==> src/design/btp_pkg.sv <==
`default_nettype none
// ----------------------------------------------------------------------------
// btp_pkg
// Shared types and constants of the binary thinning pass core.
// ----------------------------------------------------------------------------

package btp_pkg;

  localparam int unsigned IMG_W_W             = 11;
  localparam int unsigned IMG_H_W             = 12;
  localparam int unsigned CFG_DATA_W          = 12;
  localparam int unsigned MAX_LINE_PIXELS_DEF = 1024;

  localparam logic [IMG_W_W-1:0] WIDTH_RESET  = 11'd1024;
  localparam logic [IMG_H_W-1:0] HEIGHT_RESET = 12'd768;

  typedef enum logic [0:0] {
    REG_IMAGE_WIDTH  = 1'b0,
    REG_IMAGE_HEIGHT = 1'b1
  } btp_reg_e;

  // per-item control carried from the counter stage to the window stage
  typedef struct packed {
    logic px;     // pixel written into the column (white while flushing)
    logic emit;   // this item produces a result
    logic last;   // result is the final pixel of the frame
    logic xm;     // column to the left is inside the image
    logic x1;     // column to the right is inside
    logic x2;     // column two to the right is inside
    logic ym;     // row above is inside
    logic y1;     // row below is inside
    logic y2;     // row two below is inside
  } btp_tag_t;

endpackage

`default_nettype wire

==> src/design/btp_row_mem.sv <==
`default_nettype none
// ----------------------------------------------------------------------------
// btp_row_mem
// Line store: three previous rows per column, one read and one write port,
// registered read with write-to-read bypass.
// ----------------------------------------------------------------------------

module btp_row_mem import btp_pkg::*; #(
  parameter  int unsigned Depth = MAX_LINE_PIXELS_DEF,
  localparam int unsigned AddrW = $clog2(Depth)
) (
  input  wire logic             clk_i,
  input  wire logic             re_i,
  input  wire logic [AddrW-1:0] raddr_i,
  input  wire logic             we_i,
  input  wire logic [AddrW-1:0] waddr_i,
  input  wire logic [2:0]       wdata_i,
  output      logic [2:0]       rdata_o
);

  logic [2:0] mem_q [Depth];
  logic [2:0] rdata_q;

  always_ff @(posedge clk_i) begin
    if (we_i) begin
      mem_q[waddr_i] <= wdata_i;
    end
  end

  // same column written back in the cycle it is read again (one-pixel rows)
  always_ff @(posedge clk_i) begin
    if (re_i) begin
      if (we_i && (waddr_i == raddr_i)) begin
        rdata_q <= wdata_i;
      end else begin
        rdata_q <= mem_q[raddr_i];
      end
    end
  end

  assign rdata_o = rdata_q;

endmodule

`default_nettype wire

==> src/design/btp_ctrl.sv <==
`default_nettype none
// ----------------------------------------------------------------------------
// btp_ctrl
// Size registers, input and output position counters, result lead-in and
// bounds flags for each item.
// ----------------------------------------------------------------------------

module btp_ctrl import btp_pkg::*; #(
  parameter  int unsigned MaxLinePixels = MAX_LINE_PIXELS_DEF,
  localparam int unsigned AddrW         = $clog2(MaxLinePixels)
) (
  input  wire logic                  clk_i,
  input  wire logic                  rst_ni,
  input  wire logic                  cfg_we_i,
  input  wire logic                  cfg_idx_i,
  input  wire logic [CFG_DATA_W-1:0] cfg_wdata_i,
  input  wire logic                  accept_i,
  input  wire logic                  kind_i,
  input  wire logic                  pixel_in_i,
  output      logic                  issue_o,
  output      logic [AddrW-1:0]      addr_o,
  output      btp_tag_t              tag_o
);

  localparam int unsigned WLim  = (MaxLinePixels > 2047) ? 2047 : MaxLinePixels;
  localparam int unsigned KW    = (AddrW > IMG_W_W) ? AddrW : IMG_W_W;
  localparam int unsigned LeadW = $clog2(2 * WLim + 3);
  localparam logic [IMG_W_W-1:0] WLimVal = IMG_W_W'(WLim);

  logic [IMG_W_W-1:0] wreg_q, wreg_d;
  logic [IMG_H_W-1:0] hreg_q, hreg_d;
  logic [AddrW-1:0]   in_col_q, in_col_d;
  logic [IMG_H_W-1:0] in_row_q, in_row_d;
  logic               done_q, done_d;
  logic [LeadW-1:0]   lead_q, lead_d;
  logic [AddrW-1:0]   ox_q, ox_d;
  logic [IMG_H_W-1:0] oy_q, oy_d;

  logic [IMG_W_W-1:0] weff, wlast;
  logic [IMG_H_W-1:0] heff, hlast;
  logic [LeadW-1:0]   target;
  logic               ignore, step, emit, last, col_end, ox_end;

  always_comb begin
    if (wreg_q == '0) begin
      weff = IMG_W_W'(1);
    end else if (wreg_q > WLimVal) begin
      weff = WLimVal;
    end else begin
      weff = wreg_q;
    end
    heff  = (hreg_q == '0) ? IMG_H_W'(1) : hreg_q;
    wlast = weff - IMG_W_W'(1);
    hlast = heff - IMG_H_W'(1);
  end

  assign target  = (LeadW'(weff) << 1) + LeadW'(2);
  assign ignore  = kind_i && !done_q;
  assign step    = accept_i && !ignore;
  assign emit    = (lead_q == target);
  assign col_end = (KW'(in_col_q) == KW'(wlast));
  assign ox_end  = (KW'(ox_q) == KW'(wlast));
  assign last    = emit && ox_end && (oy_q == hlast);

  assign issue_o = step;
  assign addr_o  = in_col_q;

  always_comb begin
    tag_o.px   = pixel_in_i && !done_q;
    tag_o.emit = emit;
    tag_o.last = last;
    tag_o.xm   = (ox_q != '0);
    tag_o.x1   = ((KW+1)'(ox_q) + (KW+1)'(1)) < (KW+1)'(weff);
    tag_o.x2   = ((KW+1)'(ox_q) + (KW+1)'(2)) < (KW+1)'(weff);
    tag_o.ym   = (oy_q != '0);
    tag_o.y1   = ((IMG_H_W+1)'(oy_q) + (IMG_H_W+1)'(1)) < (IMG_H_W+1)'(heff);
    tag_o.y2   = ((IMG_H_W+1)'(oy_q) + (IMG_H_W+1)'(2)) < (IMG_H_W+1)'(heff);
  end

  always_comb begin
    wreg_d   = wreg_q;
    hreg_d   = hreg_q;
    in_col_d = in_col_q;
    in_row_d = in_row_q;
    done_d   = done_q;
    lead_d   = lead_q;
    ox_d     = ox_q;
    oy_d     = oy_q;
    if (cfg_we_i) begin
      case (btp_reg_e'(cfg_idx_i))
        REG_IMAGE_WIDTH:  wreg_d = cfg_wdata_i[IMG_W_W-1:0];
        REG_IMAGE_HEIGHT: hreg_d = cfg_wdata_i[IMG_H_W-1:0];
        default:          wreg_d = wreg_q;
      endcase
      in_col_d = '0;
      in_row_d = '0;
      done_d   = 1'b0;
      lead_d   = '0;
      ox_d     = '0;
      oy_d     = '0;
    end else if (step) begin
      if (col_end) begin
        in_col_d = '0;
        if (!done_q) begin
          if (in_row_q == hlast) begin
            done_d = 1'b1;
          end else begin
            in_row_d = in_row_q + IMG_H_W'(1);
          end
        end
      end else begin
        in_col_d = in_col_q + AddrW'(1);
      end
      if (!emit) begin
        lead_d = lead_q + LeadW'(1);
      end else if (last) begin
        // frame complete: the next item opens a new frame
        in_col_d = '0;
        in_row_d = '0;
        done_d   = 1'b0;
        lead_d   = '0;
        ox_d     = '0;
        oy_d     = '0;
      end else if (ox_end) begin
        ox_d = '0;
        oy_d = oy_q + IMG_H_W'(1);
      end else begin
        ox_d = ox_q + AddrW'(1);
      end
    end
  end

  always_ff @(posedge clk_i or negedge rst_ni) begin
    if (!rst_ni) begin
      wreg_q   <= WIDTH_RESET;
      hreg_q   <= HEIGHT_RESET;
      in_col_q <= '0;
      in_row_q <= '0;
      done_q   <= 1'b0;
      lead_q   <= '0;
      ox_q     <= '0;
      oy_q     <= '0;
    end else begin
      wreg_q   <= wreg_d;
      hreg_q   <= hreg_d;
      in_col_q <= in_col_d;
      in_row_q <= in_row_d;
      done_q   <= done_d;
      lead_q   <= lead_d;
      ox_q     <= ox_d;
      oy_q     <= oy_d;
    end
  end

endmodule

`default_nettype wire

==> src/design/btp_window.sv <==
`default_nettype none
// ----------------------------------------------------------------------------
// btp_window
// Column assembly and write-back, 4x4 window, fourteen-template match,
// output register and sticky removal flag.
// ----------------------------------------------------------------------------

module btp_window import btp_pkg::*; #(
  parameter  int unsigned MaxLinePixels = MAX_LINE_PIXELS_DEF,
  localparam int unsigned AddrW         = $clog2(MaxLinePixels)
) (
  input  wire logic             clk_i,
  input  wire logic             rst_ni,
  input  wire logic             cfg_we_i,
  input  wire logic             issue_i,
  input  wire logic [AddrW-1:0] addr_i,
  input  wire btp_tag_t         tag_i,
  output      logic             in_ready_o,
  input  wire logic [2:0]       rdata_i,
  output      logic             we_o,
  output      logic [AddrW-1:0] waddr_o,
  output      logic [2:0]       wdata_o,
  output      logic             out_valid_o,
  input  wire logic             out_ready_i,
  output      logic             thinned_pixel_o,
  output      logic             removed_o,
  output      logic             last_of_frame_o,
  output      logic             any_removed_o
);

  logic             s1_v_q, s1_v_d;
  btp_tag_t         s1_tag_q;
  logic [AddrW-1:0] s1_addr_q;
  logic [15:0]      win_q, win_new;
  logic             out_v_q, out_v_d;
  logic             fr_q, fr_d;
  logic             thin_q, rem_q, last_q, any_q;
  logic             s1_go, load_out;
  logic [3:0]       col;
  logic             p1, p2, p3, p4, p5, p6, p7, p8, p9, p10, p11;
  logic             hit, rem, any;

  assign s1_go      = s1_v_q && (!s1_tag_q.emit || !out_v_q || out_ready_i);
  assign in_ready_o = !s1_v_q || s1_go;
  assign load_out   = s1_go && s1_tag_q.emit;

  assign col     = {rdata_i, s1_tag_q.px};
  assign win_new = {win_q[11:0], col};
  assign we_o    = s1_go;
  assign waddr_o = s1_addr_q;
  assign wdata_o = col[2:0];

  // bit (2-dx)*4 + (2-dy), masked when the neighbour falls outside the image
  always_comb begin
    p1  = win_new[10];
    p2  = win_new[11] && s1_tag_q.ym;
    p3  = win_new[7]  && s1_tag_q.x1 && s1_tag_q.ym;
    p4  = win_new[6]  && s1_tag_q.x1;
    p5  = win_new[5]  && s1_tag_q.x1 && s1_tag_q.y1;
    p6  = win_new[9]  && s1_tag_q.y1;
    p7  = win_new[13] && s1_tag_q.xm && s1_tag_q.y1;
    p8  = win_new[14] && s1_tag_q.xm;
    p9  = win_new[15] && s1_tag_q.xm && s1_tag_q.ym;
    p10 = win_new[8]  && s1_tag_q.y2;
    p11 = win_new[2]  && s1_tag_q.x2;
  end

  always_comb begin
    hit = ((!p3 || !p5) && !p4 && p2 && p6 && p7 && p8 && p9) ||
          ((!p5 || !p7) && !p6 && p2 && p3 && p4 && p8 && p9) ||
          ((!p7 || !p9) && !p8 && p2 && p3 && p4 && p5 && p6 && p11) ||
          ((!p9 || !p3) && !p2 && p4 && p5 && p6 && p7 && p8 && p10) ||
          (p6 && p8 && !p2 && !p3 && !p4) ||
          (p2 && p3 && p4 && !p6 && !p7 && !p8) ||
          (p2 && p4 && !p3 && !p5 && !p6 && !p7 && !p8 && !p9) ||
          (p2 && p8 && !p4 && !p5 && !p6) ||
          (p4 && p5 && p6 && !p8 && !p9 && !p2) ||
          (p4 && p6 && !p2 && !p3 && !p5 && !p7 && !p8 && !p9) ||
          (p5 && p6 && p7 && !p2 && !p3 && !p4 && !p8 && !p9) ||
          (p7 && p8 && p9 && !p2 && !p3 && !p4 && !p5 && !p6) ||
          (p2 && p3 && p9 && !p4 && !p5 && !p6 && !p7 && !p8) ||
          (p3 && p4 && p5 && !p6 && !p7 && !p8 && !p9 && !p2);
    rem = p1 && hit;
    any = fr_q || rem;
  end

  always_comb begin
    s1_v_d = s1_v_q;
    if (in_ready_o) begin
      s1_v_d = issue_i;
    end
    out_v_d = out_v_q;
    if (out_v_q && out_ready_i) begin
      out_v_d = 1'b0;
    end
    if (load_out) begin
      out_v_d = 1'b1;
    end
    fr_d = fr_q;
    if (cfg_we_i) begin
      fr_d = 1'b0;
    end else if (load_out) begin
      fr_d = s1_tag_q.last ? 1'b0 : any;
    end
  end

  always_ff @(posedge clk_i or negedge rst_ni) begin
    if (!rst_ni) begin
      s1_v_q  <= 1'b0;
      out_v_q <= 1'b0;
      fr_q    <= 1'b0;
      win_q   <= '0;
    end else begin
      s1_v_q  <= s1_v_d;
      out_v_q <= out_v_d;
      fr_q    <= fr_d;
      if (s1_go) begin
        win_q <= win_new;
      end
    end
  end

  always_ff @(posedge clk_i) begin
    if (issue_i) begin
      s1_tag_q  <= tag_i;
      s1_addr_q <= addr_i;
    end
    if (load_out) begin
      thin_q <= p1 && !rem;
      rem_q  <= rem;
      last_q <= s1_tag_q.last;
      any_q  <= any;
    end
  end

  assign out_valid_o     = out_v_q;
  assign thinned_pixel_o = thin_q;
  assign removed_o       = rem_q;
  assign last_of_frame_o = last_q;
  assign any_removed_o   = any_q;

  a_s1_hold: assert property (@(posedge clk_i) disable iff (!rst_ni)
    (s1_v_q && !s1_go) |=> (s1_v_q && $stable(s1_tag_q) && $stable(s1_addr_q)))
    else $error("window stage lost a stalled item");

  a_ready_only_on_stall: assert property (@(posedge clk_i) disable iff (!rst_ni)
    !in_ready_o |-> (out_v_q && !out_ready_i && s1_tag_q.emit))
    else $error("input held off without a blocked result");

  a_removed_sticky: assert property (@(posedge clk_i) disable iff (!rst_ni)
    (out_v_q && rem_q) |-> (any_q && !thin_q))
    else $error("removed pixel not reflected in flags");

  a_flag_clears: assert property (@(posedge clk_i) disable iff (!rst_ni)
    (load_out && s1_tag_q.last) |=> !fr_q)
    else $error("removal flag survived end of frame");

endmodule

`default_nettype wire

==> src/design/binary_thinning_pass_core.sv <==
`default_nettype none
// ----------------------------------------------------------------------------
// binary_thinning_pass_core
// One parallel thinning pass over a raster-order binary image stream.
// ----------------------------------------------------------------------------
// Input channel (in_valid_i/in_ready_o) carries one item per transfer: a pixel
// (kind_i = 0) or a flush item (kind_i = 1). Output channel
// (out_valid_o/out_ready_i) carries the thinned pixels in raster order.
// One item is accepted per cycle while in_ready_o is high. A result trails its
// pixel by 2*W+2 items (W the effective row width), then passes the line store
// read and the output register. After the last pixel of a frame, 2*W+2
// flush items drive out the remaining results; last_of_frame_o marks the
// final one and the counters restart for the next frame.
// The line store is a single-port-read, single-port-write memory of
// MAX_LINE_PIXELS x 3 bits, read when an item is accepted and written back
// as that item leaves the window stage; its contents are never cleared,
// since unwritten rows are always outside the image and masked.
// Reset clears the counters, the removal flag and the window and sets the
// size registers to 1024 x 768. A write to either size register restarts
// the frame. When the receiver stalls, one result waits in the output
// register and one item in the window stage; in_ready_o drops only once an
// item with a result is held behind a full output register.
// ----------------------------------------------------------------------------

module binary_thinning_pass_core import btp_pkg::*; #(
  parameter int unsigned MAX_LINE_PIXELS = MAX_LINE_PIXELS_DEF
) (
  input  wire logic                  clk_i,
  input  wire logic                  rst_ni,
  input  wire logic                  cfg_we_i,
  input  wire logic                  cfg_idx_i,
  input  wire logic [CFG_DATA_W-1:0] cfg_wdata_i,
  input  wire logic                  in_valid_i,
  output      logic                  in_ready_o,
  input  wire logic                  kind_i,
  input  wire logic                  pixel_in_i,
  output      logic                  out_valid_o,
  input  wire logic                  out_ready_i,
  output      logic                  thinned_pixel_o,
  output      logic                  removed_o,
  output      logic                  last_of_frame_o,
  output      logic                  any_removed_o
);

  localparam int unsigned AddrW = $clog2(MAX_LINE_PIXELS);

  logic             accept, issue;
  logic [AddrW-1:0] addr;
  btp_tag_t         tag;
  logic [2:0]       rdata;
  logic             we;
  logic [AddrW-1:0] waddr;
  logic [2:0]       wdata;

  assign accept = in_valid_i && in_ready_o;

  btp_ctrl #(
    .MaxLinePixels(MAX_LINE_PIXELS)
  ) u_ctrl (
    .clk_i       (clk_i),
    .rst_ni      (rst_ni),
    .cfg_we_i    (cfg_we_i),
    .cfg_idx_i   (cfg_idx_i),
    .cfg_wdata_i (cfg_wdata_i),
    .accept_i    (accept),
    .kind_i      (kind_i),
    .pixel_in_i  (pixel_in_i),
    .issue_o     (issue),
    .addr_o      (addr),
    .tag_o       (tag)
  );

  btp_row_mem #(
    .Depth(MAX_LINE_PIXELS)
  ) u_row_mem (
    .clk_i   (clk_i),
    .re_i    (issue),
    .raddr_i (addr),
    .we_i    (we),
    .waddr_i (waddr),
    .wdata_i (wdata),
    .rdata_o (rdata)
  );

  btp_window #(
    .MaxLinePixels(MAX_LINE_PIXELS)
  ) u_window (
    .clk_i           (clk_i),
    .rst_ni          (rst_ni),
    .cfg_we_i        (cfg_we_i),
    .issue_i         (issue),
    .addr_i          (addr),
    .tag_i           (tag),
    .in_ready_o      (in_ready_o),
    .rdata_i         (rdata),
    .we_o            (we),
    .waddr_o         (waddr),
    .wdata_o         (wdata),
    .out_valid_o     (out_valid_o),
    .out_ready_i     (out_ready_i),
    .thinned_pixel_o (thinned_pixel_o),
    .removed_o       (removed_o),
    .last_of_frame_o (last_of_frame_o),
    .any_removed_o   (any_removed_o)
  );

endmodule

`default_nettype wire

==> config.mk <==
export PLATFORM = sky130hd
export DESIGN_NAME = binary_thinning_pass_core
export DESIGN_NICKNAME = d
export VERILOG_FILES = /design/src/design/btp_pkg.sv /design/src/design/btp_row_mem.sv /design/src/design/btp_ctrl.sv /design/src/design/btp_window.sv /design/src/design/binary_thinning_pass_core.sv
export SDC_FILE = /design/constraint.sdc
export NUM_CORES = 2
export LEC_CHECK = 0
export BUFFER_PORTS_ARGS = -buffer_cell sky130_fd_sc_hd__buf_2
export CORE_MARGIN = 2
export CORE_UTILIZATION = 60
export CTS_CLUSTER_DIAMETER = 100
export DETAILED_ROUTE_END_ITERATION = 12
export PLACE_DENSITY = 0.76
export SYNTH_ARGS = -nofsm -noshare
export SYNTH_HDL_FRONTEND = slang
export SYNTH_SLANG_ARGS = --single-unit
export TNS_END_PERCENT = 30
==> constraint.sdc <==
create_clock -name clk_i -period 18.47 [get_ports clk_i]
set_input_delay 0.9235 -clock clk_i [delete_from_list [all_inputs] [get_ports clk_i]]
set_output_delay 0.9235 -clock clk_i [all_outputs]
set_load 0.02 [all_outputs]
# Yosys cells after proc, flatten, opt, wreduce, memory -nomap -nowiden
# Memory sizes are Yosys's and may differ from the RTL's. A register that Yosys moved wholly into a read port is not among the register bits.
# Cells that the tools add are included.
# W data, S select, Z words.
dict set report totals {
  reg_bits 118
  mem_bits_rw 3072
  input_bits 20
  word_cells 253
  mem_count 1
}
dict set report classes {
  n_addsub 12
  n_lt_le_gt_ge 5
  n_eq_ne 6
  mux 43
  bitwise 1
  reduce_logical 159
}
# memory words word_bits read_ports rd_ports_with_merged_regs write_ports line_no
set memory_table {}
lappend memory_table {u_row_mem.mem_q 1024 3 1 1 1 btp_row_mem.sv:21} ;# logic [2:0] mem_q [Depth];
# op n
set ops {}
lappend ops {{$mux W12} 17}
lappend ops {{$logic_and A1 B1 Y1} 110}
lappend ops {{$mux W10} 10}
lappend ops {{$add A12 B1 Y12 const B} 3}
lappend ops {{$eq A12 B12 Y1} 3}
lappend ops {{$lt A13 B12 Y1} 2}
lappend ops {{$lt A12 B11 Y1} 2}
lappend ops {{$eq A10 B11 Y1} 2}
lappend ops {{$mux W11} 2}
lappend ops {{$logic_or A1 B1 Y1} 21}
lappend ops {{$add A10 B1 Y10 const B} 2}
lappend ops {{$logic_not A1 Y1} 14}
lappend ops {{$mux W1} 14}
lappend ops {{$add A12 B1 Y13 const B} 1}
lappend ops {{$add A12 B2 Y13 const B} 1}
lappend ops {{$add A12 B2 Y12 const B} 1}
lappend ops {{$logic_not A12 Y1} 1}
lappend ops {{$reduce_bool A12 Y1} 1}
lappend ops {{$sub A12 B1 Y12 const B} 1}
lappend ops {{$add A10 B1 Y11 const B} 1}
lappend ops {{$add A10 B2 Y11 const B} 1}
lappend ops {{$gt A11 B11 Y1 const B} 1}
lappend ops {{$logic_not A11 Y1} 1}
lappend ops {{$sub A11 B1 Y11 const B} 1}
lappend ops {{7 further kinds} 13}

# Logic depth before layout (Yosys ltp)
dict set report logic_depth {
  ltp_word 28
  ltp_mapped 18
}

# Cells and area by module
# A second synthesis with hierarchy kept.
dict set report unflattened {
  cells_unflattened 7596
  area_unflattened_um2 132538.4
}
# module instances cells_each area_per_inst_um2 seq_area_each_um2
set by_module_without_submodules {}
lappend by_module_without_submodules {btp_row_mem 1 6457 122902.9 92338.6}
lappend by_module_without_submodules {btp_ctrl 1 999 8020.2 2005.7}
lappend by_module_without_submodules {btp_window 1 139 1609.0 1041.0}
lappend by_module_without_submodules {binary_thinning_pass_core 1 1 6.3 0.0}

# Least setup slack after synthesis
# Ideal clock, no wire load.
dict set report synth_timing {
  kind {register -> register}
  startpoint {register u_row_mem.rdata_q[1] (netlist: u_row_mem.rdata_o[1]) (read register of u_row_mem.mem_q)}
  endpoint {memory u_row_mem.mem_q[0][2], data pin}
  arrival_ns 12.058
  slack_ns 3.732
  stages_incl_launch_ff 1
  path_buffers 0
  path_cell_list {edfxtp_1}
}
# element line_no
set synth_lines {}
lappend synth_lines {{from (decl)} btp_row_mem.sv:22} ;# logic [2:0] rdata_q;
lappend synth_lines {{to (decl)} btp_row_mem.sv:21}
# Straight into the memory's write port.

==> impl_metrics.env <==
export IMPL_cts_resized=0
export IMPL_drt_iter0_markers=10600
export IMPL_whs_ns=0.0517
export IMPL_cts_tree="done"
export IMPL_avgSynthCellArea_um2=17.8
export IMPL_power_leakage_nw=43.4
export IMPL_grt_pass1_vias=71800
export IMPL_clkTransAtPathRegs_ns=0.06
export IMPL_synth_most_common_cell="edfxtp_1"
export IMPL_timing_fmax_mhz=174
export IMPL_maxSlewHeadroom=0.0855
export IMPL_cts_sinks=3192
export IMPL_gp_congestion=0.859
export IMPL_yosys_warnings=0
export IMPL_fin_worst_skew_ns=0.0480
export IMPL_hold_class="in -> async"
export IMPL_yosys_area_top_type_share=0.711
export IMPL_grt_max_degree=265
export IMPL_ant_nets=0
export IMPL_status="completed"
export IMPL_r2r_setup_slack_ns=12.73
export IMPL_dp_final_hpwl_mm=180
export IMPL_synth_cell_types=82
export IMPL_antenna_found_initial=11
export IMPL_grt_use_total=0.294
export IMPL_setup_ws_ns=12.73
export IMPL_synth_area_um2=131000
export IMPL_r2r_end="u_row_mem.rdata_o[0]"
export IMPL_reg2regPathDepth=10
export IMPL_fp_dieW_um=471
export IMPL_synth_seq_cells=3192
export IMPL_dieArea_um2=222000
export IMPL_p_sw_frac=0.206
export IMPL_worst_pin_slew_ns=1.37
export IMPL_critPathMaxFanout=116
export IMPL_r2r_start="u_ctrl.addr_o[0]"
export IMPL_synth_edf_count=3098
export IMPL_peakVddDrop_uv=78.9
export IMPL_slew_viol_final=0
export IMPL_p_sw_w=0.00310
export IMPL_cts_root_buf="clkbuf_16"
export IMPL_combPwrFrac=0.042
export IMPL_h_tree_depth=5
export IMPL_nNetsFinal=7379
export IMPL_cp_end_kind="register"
export IMPL_yosys_area_top_type="edfxtp_1"
export IMPL_postCtsHoldBufs=0
export IMPL_core_area_um2=217000
export IMPL_clkPwrFrac=0.429
export IMPL_period_share=0.311
export IMPL_fp_dieH_um=471
export IMPL_via_per_inst=6.85
export IMPL_critPathLaunch="u_ctrl.addr_o[0]"
export IMPL_rsz0062_at_grt="false"
export IMPL_drc=0
export IMPL_synthTopCellsByCount="3098 x edfxtp_1, 1119 x nor2_1, 768 x mux4_2, 416 x clkbuf_1, 323 x nand2_1"
export IMPL_setup_tns_ns=0
export IMPL_wl_per_cell_um=31.2
export IMPL_ys_seq_area_frac=0.729
export IMPL_async_reset_ff_frac=0.0294
export IMPL_gr_total_overflow=0
export IMPL_p_seq_frac=0.529
export IMPL_worstPathRequired_ns=19.15
export IMPL_timing_worst_setup_path_type="reg -> reg"
export IMPL_numCtsBuffers=322
export IMPL_postCtsSetupBuffers=0
export IMPL_worstSetupStartpointType="register"
export IMPL_start_util=0.603
export IMPL_num_vias=71300
export IMPL_floorplan_rows=171
export IMPL_ys_top_cells_by_area="edfxtp_1 71%, mux4_2 13%, nor2_1 3.2%"
export IMPL_area_delta_synth_final_pct=10.1
export IMPL_synth_ff_type="edfxtp_1"
export IMPL_p_per_area_nw_per_um2=105
export IMPL_arrival_ns=6.42
export IMPL_clockBufferDepth=4
export IMPL_power_internal_w=0.0120
export IMPL_dp_slack_ns=12.75
export IMPL_period_needed_ns=5.74
export IMPL_netlist_instances=7359
export IMPL_synth_nets=7437
export IMPL_grt_pass1_wl_mm=479
export IMPL_clock_latency_ns=0.95
export IMPL_ios=26
export IMPL_wl_mm=325
export IMPL_hold_viol=0
export IMPL_cap_violations=0
export IMPL_crit_end="u_row_mem.rdata_o[0]"
export IMPL_place_port_buffers=25
export IMPL_setup_viol=0
export IMPL_dr_pass1_iters=8
export IMPL_layout_drive_gt1_share=0.209
## cells in the final DEF, fill, tap and decap left out, types with 61 or more instances in the layout
master,n
mux2i_1,122
nor2_1,1114
edfxtp_1,3098
o221ai_1,61
buf_4,144
mux4_2,768
dfrtp_1,86
a21oi_1,77
nand2_1,291
nand3_1,118
mux2_2,108
o21ai_0,199
clkbuf_1,65
clkbuf_16,327
## registers in the layout, summed over array words and instances, names as in the netlist, 3 cells and up
signal             count
u_window.s1_tag_q      8
u_ctrl.lead_q         12
u_ctrl.hreg_q         12
u_row_mem.rdata_o      3
u_ctrl.ox_q           10
u_row_mem.mem_q     3072
u_ctrl.oy_q           12
u_window.win_q        11
u_window.waddr_o      10
u_ctrl.in_row_q       12
u_ctrl.wreg_q         11
u_ctrl.addr_o         10
## worst min-delay path by stage
stage                         start                        to  slack, ns  depth (start not counted)
2_1_floorplan      u_ctrl.addr_o[2]       u_window.waddr_o[2]       0.42                          0
3_3_place_gp   u_window.s1_tag_q[6]  u_window.last_of_frame_o       0.44                          0
3_5_place_dp   u_window.s1_tag_q[6]  u_window.last_of_frame_o       0.44                          0
4_1_cts                      rst_ni            u_ctrl.oy_q[9]       0.02                          1
5_1_grt                      rst_ni            u_ctrl.oy_q[3]       0.08                          1
6_report                     rst_ni           u_ctrl.oy_q[11]       0.05                          1
## worst max-delay path: stages, from the launching register on
cell and delay (ns):
dfrtp_4 0.42, buf_12 0.71, buf_12 0.64, buf_4 0.64
mux4_2 0.58, mux2_2 0.27, o21ai_0 0.31, a21oi_1 0.12
o41ai_1 0.90, a2bb2oi_1 0.55, nand3_1 0.13
## per-layer routing
metal / vias to the layer above / part of all wire / routed length (um) / track usage
met5: - / 0 / 0 / 0
li1: 29000 / - / - / -
met1: 36700 / 0.36 / 118000 / 0.408
met3: 766 / 0.11 / 37200 / 0.0624
met2: 4762 / 0.48 / 156000 / 0.466
met4: 0 / 0.040 / 13000 / 0.109
## kinds of logic (layout without fill, tap and decap cells)
logic type | after synthesis | count (layout) | synth area share
buffers and inverters | 611 | 791 | 0.0185
adder cells (fa/ha/maj) | 58 | 58 | 0.00555
AND/OR/NAND/NOR | 1818 | 1818 | 0.0590
AO/OA/AOI/OAI | 594 | 594 | 0.0307
multiplexers | 998 | 998 | 0.151
XOR/XNOR | 88 | 88 | 0.00621
other | 0 | 6 | 0
flip-flops | 3192 | 3192 | 0.729
## final cells by class
type | instances | area, um2
Antenna cell | 6 | 15.0
Sequential cell | 3192 | 95400
Fill cell | 13700 | 72900
Clock buffer | 395 | 8470
Multi-Input combinational cell | 3556 | 33200
Clock inverter | 167 | 1820
Tap cell | 2854 | 3570
Inverter | 48 | 183
Timing Repair Buffer | 181 | 1460
## through the flow
step,area [um2],util,std cells,total power (W)
after global placement,134000,0.617,9831,0.00874
after detailed placement,134000,0.617,9831,0.00875
after CTS,144000,0.664,10400,0.0151
after floorplan,131000,-,7359,0.00867
final,144000,0.664,10400,0.0151
after global routing,144000,0.664,10400,0.0154
## power by group through the flow
stage | Clock (W) | Combinational [W] | Sequential (W)
3_5_place_dp | 0 | 0.000626 | 0.00813
4_1_cts | 0.00650 | 0.000632 | 0.00797
2_1_floorplan | 0 | 0.000446 | 0.00822
5_1_grt | 0.00677 | 0.000682 | 0.00798
3_3_place_gp | 0 | 0.000611 | 0.00813
6_report | 0.00646 | 0.000629 | 0.00798
No activity file was read; power rests on OpenSTA's default activity.
